===== src/rtl/nsc_pkg.sv =====
`default_nettype none

package nsc_pkg;

  localparam int unsigned SentenceBytesDefault = 128;
  localparam int unsigned HeaderLen = 6;
  localparam int unsigned KindCount = 4;

  localparam logic [7:0] ChDollar  = 8'h24;
  localparam logic [7:0] ChStar    = 8'h2A;
  localparam logic [7:0] ChNewline = 8'h0A;
  localparam logic [7:0] ChZero    = 8'h30;
  localparam logic [7:0] ChNine    = 8'h39;
  localparam logic [7:0] ChUpperA  = 8'h41;
  localparam logic [7:0] ChUpperF  = 8'h46;

  localparam logic [2:0] KindGga   = 3'd0;
  localparam logic [2:0] KindGsa   = 3'd1;
  localparam logic [2:0] KindRmc   = 3'd2;
  localparam logic [2:0] KindVtg   = 3'd3;
  localparam logic [2:0] KindOther = 3'd4;

  typedef logic [7:0] header_row_t [HeaderLen];

  localparam header_row_t HeaderGga = '{8'h24, 8'h47, 8'h50, 8'h47, 8'h47, 8'h41};
  localparam header_row_t HeaderGsa = '{8'h24, 8'h47, 8'h50, 8'h47, 8'h53, 8'h41};
  localparam header_row_t HeaderRmc = '{8'h24, 8'h47, 8'h50, 8'h52, 8'h4D, 8'h43};
  localparam header_row_t HeaderVtg = '{8'h24, 8'h47, 8'h50, 8'h56, 8'h54, 8'h47};

  typedef struct packed {
    logic [2:0] sentence_kind;
    logic       checksum_ok;
    logic [7:0] computed_sum;
    logic       overflowed;
    logic       restarted;
  } result_t;

  // Header byte expected by one header at one position.
  function automatic logic [7:0] header_byte(input logic [1:0] kind, input logic [2:0] pos);
    logic [7:0] ch;
    ch = 8'h00;
    if (pos < 3'(HeaderLen)) begin
      unique case (kind)
        2'd0: ch = HeaderGga[pos];
        2'd1: ch = HeaderGsa[pos];
        2'd2: ch = HeaderRmc[pos];
        2'd3: ch = HeaderVtg[pos];
        default: ch = 8'h00;
      endcase
    end
    return ch;
  endfunction

  // Upper-case hex digit: bit 4 set when the character is a valid digit.
  function automatic logic [4:0] hex_digit(input logic [7:0] ch);
    logic [4:0] v;
    v = 5'd0;
    if (ch >= ChZero && ch <= ChNine) begin
      v = {1'b1, 4'(ch - ChZero)};
    end else if (ch >= ChUpperA && ch <= ChUpperF) begin
      v = {1'b1, 4'(ch - ChUpperA + 8'd10)};
    end
    return v;
  endfunction

endpackage

`default_nettype wire


===== src/rtl/nsc_scan.sv =====
`default_nettype none

module nsc_scan import nsc_pkg::*; #(
  parameter int unsigned SentenceBytes = SentenceBytesDefault
) (
  input  wire logic       clk_i,
  input  wire logic       rst_ni,
  input  wire logic       step_i,
  input  wire logic [7:0] byte_i,
  output result_t         result_o
);

  typedef enum logic [2:0] {
    PhBefore,
    PhHigh,
    PhLow,
    PhMatch,
    PhFail
  } phase_e;

  localparam logic [8:0] PosLimit = 9'(SentenceBytes - 2);

  logic [7:0] pos_q, pos_d;
  logic [7:0] xor_q, xor_d;
  phase_e     phase_q, phase_d;
  logic [3:0] nib_q, nib_d;
  logic [3:0] match_q, match_d;
  logic       ovf_q, ovf_d;
  logic       rst_seen_q, rst_seen_d;

  logic [7:0] pos_e, xor_e;
  phase_e     phase_e_w;
  logic [3:0] nib_e, match_e;
  logic       ovf_e, rst_e;
  logic [4:0] hex;
  logic [8:0] pos_inc;

  always_comb begin
    // Unexpected dollar: drop what came before, keep the dollar as first byte.
    pos_e     = pos_q;
    xor_e     = xor_q;
    phase_e_w = phase_q;
    nib_e     = nib_q;
    match_e   = match_q;
    ovf_e     = ovf_q;
    rst_e     = rst_seen_q;
    if (byte_i == ChDollar && pos_q != 8'd0) begin
      pos_e     = 8'd0;
      xor_e     = 8'd0;
      phase_e_w = PhBefore;
      nib_e     = 4'd0;
      match_e   = 4'hF;
      ovf_e     = 1'b0;
      rst_e     = 1'b1;
    end

    result_o.sentence_kind = KindOther;
    if (pos_e >= 8'(HeaderLen)) begin
      priority if (match_e[0]) result_o.sentence_kind = KindGga;
      else if (match_e[1]) result_o.sentence_kind = KindGsa;
      else if (match_e[2]) result_o.sentence_kind = KindRmc;
      else if (match_e[3]) result_o.sentence_kind = KindVtg;
      else result_o.sentence_kind = KindOther;
    end
    result_o.checksum_ok  = (phase_e_w == PhMatch) && !ovf_e;
    result_o.computed_sum = xor_e;
    result_o.overflowed   = ovf_e;
    result_o.restarted    = rst_e;

    hex     = hex_digit(byte_i);
    pos_inc = {1'b0, pos_e} + 9'd1;

    pos_d      = pos_e;
    xor_d      = xor_e;
    phase_d    = phase_e_w;
    nib_d      = nib_e;
    match_d    = match_e;
    ovf_d      = ovf_e;
    rst_seen_d = rst_e;

    if (byte_i == ChNewline) begin
      pos_d      = 8'd0;
      xor_d      = 8'd0;
      phase_d    = PhBefore;
      nib_d      = 4'd0;
      match_d    = 4'hF;
      ovf_d      = 1'b0;
      rst_seen_d = 1'b0;
    end else if (!ovf_e) begin
      if (pos_e < 8'(HeaderLen)) begin
        for (int k = 0; k < KindCount; k++) begin
          if (header_byte(2'(k), pos_e[2:0]) != byte_i) begin
            match_d[k] = 1'b0;
          end
        end
      end
      if (pos_e != 8'd0) begin
        unique case (phase_e_w)
          PhBefore: begin
            if (byte_i == ChStar) phase_d = PhHigh;
            else xor_d = xor_e ^ byte_i;
          end
          PhHigh: begin
            if (!hex[4]) begin
              phase_d = PhFail;
            end else begin
              nib_d   = hex[3:0];
              phase_d = PhLow;
            end
          end
          PhLow: begin
            if (hex[4] && {nib_e, hex[3:0]} == xor_e) phase_d = PhMatch;
            else phase_d = PhFail;
          end
          default: phase_d = phase_e_w;
        endcase
      end
      // Hold the position at the buffer limit and flag the sentence.
      if (pos_inc >= PosLimit) begin
        ovf_d = 1'b1;
      end else begin
        pos_d = pos_inc[7:0];
      end
    end
  end

  always_ff @(posedge clk_i or negedge rst_ni) begin
    if (!rst_ni) begin
      pos_q      <= 8'd0;
      xor_q      <= 8'd0;
      phase_q    <= PhBefore;
      nib_q      <= 4'd0;
      match_q    <= 4'hF;
      ovf_q      <= 1'b0;
      rst_seen_q <= 1'b0;
    end else if (step_i) begin
      pos_q      <= pos_d;
      xor_q      <= xor_d;
      phase_q    <= phase_d;
      nib_q      <= nib_d;
      match_q    <= match_d;
      ovf_q      <= ovf_d;
      rst_seen_q <= rst_seen_d;
    end
  end

endmodule

`default_nettype wire


===== config.mk =====
export PLATFORM = sky130hd
export DESIGN_NAME = nsc_scan
export DESIGN_NICKNAME = d
export VERILOG_FILES = /design/src/rtl/nsc_pkg.sv /design/src/rtl/nsc_scan.sv
export SDC_FILE = /design/constraint.sdc
export NUM_CORES = 1
export LEC_CHECK = 0
export BUFFER_PORTS_ARGS = -buffer_cell sky130_fd_sc_hd__buf_2
export CAP_MARGIN = 25
export CELL_PAD_IN_SITES_DETAIL_PLACEMENT = 1
export CELL_PAD_IN_SITES_GLOBAL_PLACEMENT = 2
export CORE_MARGIN = 2
export CORE_UTILIZATION = 39
export CTS_CLUSTER_SIZE = 8
export DETAILED_ROUTE_END_ITERATION = 7
export PLACE_DENSITY = 0.81
export REMOVE_ABC_BUFFERS = 1
export SLEW_MARGIN = 25
export SYNTH_ARGS = -nofsm -noshare
export SYNTH_HDL_FRONTEND = slang
export SYNTH_SLANG_ARGS = --single-unit

===== constraint.sdc =====
create_clock -name clk_i -period 8.4 [get_ports clk_i]
set_input_delay 2.1 -clock clk_i [delete_from_list [all_inputs] [get_ports clk_i]]
set_output_delay 2.1 -clock clk_i [all_outputs]
set_load 0.01 [all_outputs]

==> results.py <==
metrics = {
    "detailed_routing": {
        "drt-total-wl_mm": 8.61,
        "drc": 0,
        "wl_met1_mm": 4.52,
        "wl_met2_mm": 3.80,
        "met3_length_um": 212,
        "viasPerCell": 5.82,
        "first_iter_violations": 163,
        "top_layer": "met4",
        "vias": 2589,
        "ant_nets": 0,
        "wl_per_cell_um": 19.3,
        "first_pass_iters": 4,
    },
    "worst_hold_path": {
        "min_from": "nib_q[2]",
        "min_to": "nib_q[2]",
        "whs_path_depth": 1,
        "hp-class": "reg -> reg",
    },
    "critical_path": {
        "r2r_slack_ps": 5120,
        "crit_fanout": 9,
        "startpoint_type": "input port",
        "worstSetupPathType": "in -> out",
        "cp-end-kind": "output pin",
        "reg2reg_to": "xor_q[1]",
        "rr_startpoint": "pos_q[2]",
        "rr_worst_depth": 6,
        "cp_data_arrival_time_ps": 4840,
        "critPathRequiredTime_ps": 6300,
    },
    "clock_tree": {
        "cts-hold-fix-buffers": 0,
        "cts_num_sinks": 29,
        "clockBufferDepth": 2,
        "clk_pin_slew_ps": 70,
        "htree_levels": 2,
        "root_buffer": "clkbuf_8",
        "cts_resized": 0,
        "cts_tree": "built",
        "numCtsBuffers": 5,
        "clock_latency_ps": 290,
        "postCtsSetupBuffers": 0,
    },
    "place": {
        "dp_hpwl_mm": 6.30,
        "port_buffers": 24,
        "pre_cts_slack_ps": 1480,
        "place_congestion": 0.872,
        "dpl_cell_area_um2": 2920,
    },
    "final_layout": {
        "fillers": 858,
        "post-route-util_pct": 44.2,
        "num_antenna_cells": 0,
        "nets": 372,
        "layout-drive-gt1-share_pct": 15.5,
        "register_area_um2": 731,
        "stdcell_area_um2": 3030,
        "multi_input_area_um2": 1860,
        "area_growth_pct": 8.50,
    },
    "logic_synthesis": {
        "ys_warn_count": 0,
        "synth_cell_types": 69,
        "synth_top_area_share_pct": 22.4,
        "synth_common_cells": "27 x nand2_1, 26 x nor2_1, 25 x dfrtp_1",
        "synth_ff_type": "dfrtp_1",
        "synth_enable_flop_cells": 0,
        "yosys.area.top_type": "dfrtp_1",
        "yosys-top-cells-area": "dfrtp_1 22%, ha_1 5.8%, xnor2_1 4.7%, xor2_1 4.4%, dfstp_2 3.8%",
        "synth_most_common_cell": "nand2_1",
        "seq_area_frac_synth_pct": 26.1,
        "syn_inst": 340,
        "syn_area_per_cell_um2": 8.22,
        "ys_ff_latch": 29,
        "synth_area_um2": 2800,
        "async_flop_share_pct": 100,
    },
    "pwr": {
        "vdd_drop_max_mv": 0.0824,
        "power_density_nw_per_um2": 273,
        "p_leak_nw": 1.35,
        "pwr-share-clk_pct": 18.8,
        "p_seq_share_pct": 30.3,
        "p_switching_w": 0.000365,
        "internal-power_w": 0.000464,
        "netSwitchingFraction_pct": 44.0,
        "pwr-share-comb_pct": 51.0,
    },
    "grt": {
        "grt_pass1_wl_mm": 14.1,
        "grt_pass1_vias": 2577,
        "grt.total_usage_pct": 23.6,
        "grt_max_degree": 30,
        "grt_overflow": 0,
        "grt_antenna_before_repair": 0,
    },
    "timing": {
        "slew_violations": 0,
        "finalHoldViolations": 0,
        "rsz0062_at_grt": "false",
        "fmax_mhz": 144,
        "fin_crit_ps": 6940,
        "setup_viol": 0,
        "fin_setup_tns_ps": 0,
        "maxSlewHeadroom_pct": 39.2,
        "period_share_pct": 82.6,
        "setup_ws_ps": 1460,
        "finClkSkew_ps": 5.15,
        "tightest_slew_ps": 912,
    },
    "die": {
        "start_util_pct": 40.7,
        "fp.coreArea_um2": 6870,
        "row_count": 30,
        "fp.dieW_um": 88.7,
        "die_h_um": 88.7,
        "boundaryPins": 25,
        "die_area_um2": 7860,
    },
    "flow_run": {
        "drv_cap": 0,
    },
    "outcome": {
        "status": "finished, final reports clean",
    },
}
state kept, by name, indices dropped and copies added, names as in the netlist:
signal      cells
match_q         4
nib_q           4
ovf_q           1
phase_q         3
pos_q           8
rst_seen_q      1
xor_q           8
logic make-up after synthesis:
| logic type | count (synthesis) | synth area share (%) |
|---|---|---|
| and+or+nand+nor | 126 | 24.6 |
| buffers and inverters | 44 | 7.61 |
| xor gates and xnor gates | 29 | 9.09 |
| DFF | 29 | 26.1 |
| muxes | 2 | 0.761 |
| AOI/OAI and AO/OA | 97 | 26.0 |
| adders and majority gates | 13 | 5.82 |
worst max path at each step:
| stage | startpoint | endpoint | slack [ps] | cells after the start |
|---|---|---|---|---|
| 3_5_place_dp | byte_i[1] | result_o[12] | 1480 | 12 |
| 3_3_place_gp | byte_i[0] | result_o[12] | 1620 | 12 |
| 4_1_cts | byte_i[1] | result_o[12] | 1460 | 12 |
| 6_report | byte_i[1] | result_o[12] | 1460 | 12 |
| 5_1_grt | byte_i[1] | result_o[11] | 1190 | 12 |
| 2_1_floorplan | byte_i[1] | result_o[12] | 1950 | 10 |
critical path: stages:
cell and delay [ps]:
buf_2 160, inv_1 160, ha_1 210, nand4bb_4 120, or3_1 530, nand2_1 320
ha_1 300, nor2b_1 140, o21ai_0 80, a31oi_1 270, nor4b_1 250, buf_2 180
metrics by stage:
stage               hold slack, ps  power (W)  std cells
CTS                            514   0.000831        445
detailed placement             493   0.000672        437
finish                         515   0.000829        445
global placement               491   0.000665        437
floorplan                      475   0.000537        315
global route                   534   0.000896        445
power groups by stage:
stage	registers, W	logic (W)	clock network [W]
finish	0.000251	0.000423	0.000156
CTS	0.000250	0.000423	0.000159
detailed placement	0.000252	0.000420	0
global route	0.000258	0.000474	0.000164
global placement	0.000250	0.000414	0
floorplan	0.000230	0.000307	0
layout by cell type, fill, tap and decap left out, types with 3 or more instances in the layout:
master     instances
a21o_1             3
a21oi_1           17
a22oi_1            3
a31oi_1            4
a32o_1             3
and2_1             9
and3_1             5
buf_2             24
clkbuf_8           6
dfrtp_1           25
dfstp_2            4
ha_1              13
inv_1             17
nand2_1           27
nand2b_1           6
nand3_1           17
nand4_1            7
nor2_1            26
nor3_1             7
nor4b_1            3
o21a_1             4
o21ai_0           14
o2bb2ai_1          9
o311ai_0           3
o31ai_1            6
o41ai_2            3
xnor2_1           15
xor2_1            14
routing by layer:
layer  global-route usage [%]  up-vias
met2                     35.0       39
li1                         -     1249
met4                     5.23        0
met3                     3.54        8
met1                     35.9     1293
met5                        0        -
area by class of cell:
cell class / instances / area share [%]
Clock buffer: 7 / 2.85
Clock inverter: 1 / 0.990
Inverter: 19 / 2.35
Multi-Input combinational cell: 267 / 61.3
Sequential cell: 29 / 24.1
Tap cell: 96 / 3.96
Timing Repair Buffer: 26 / 4.46
Note: power is estimated with default switching activity, not from simulation.
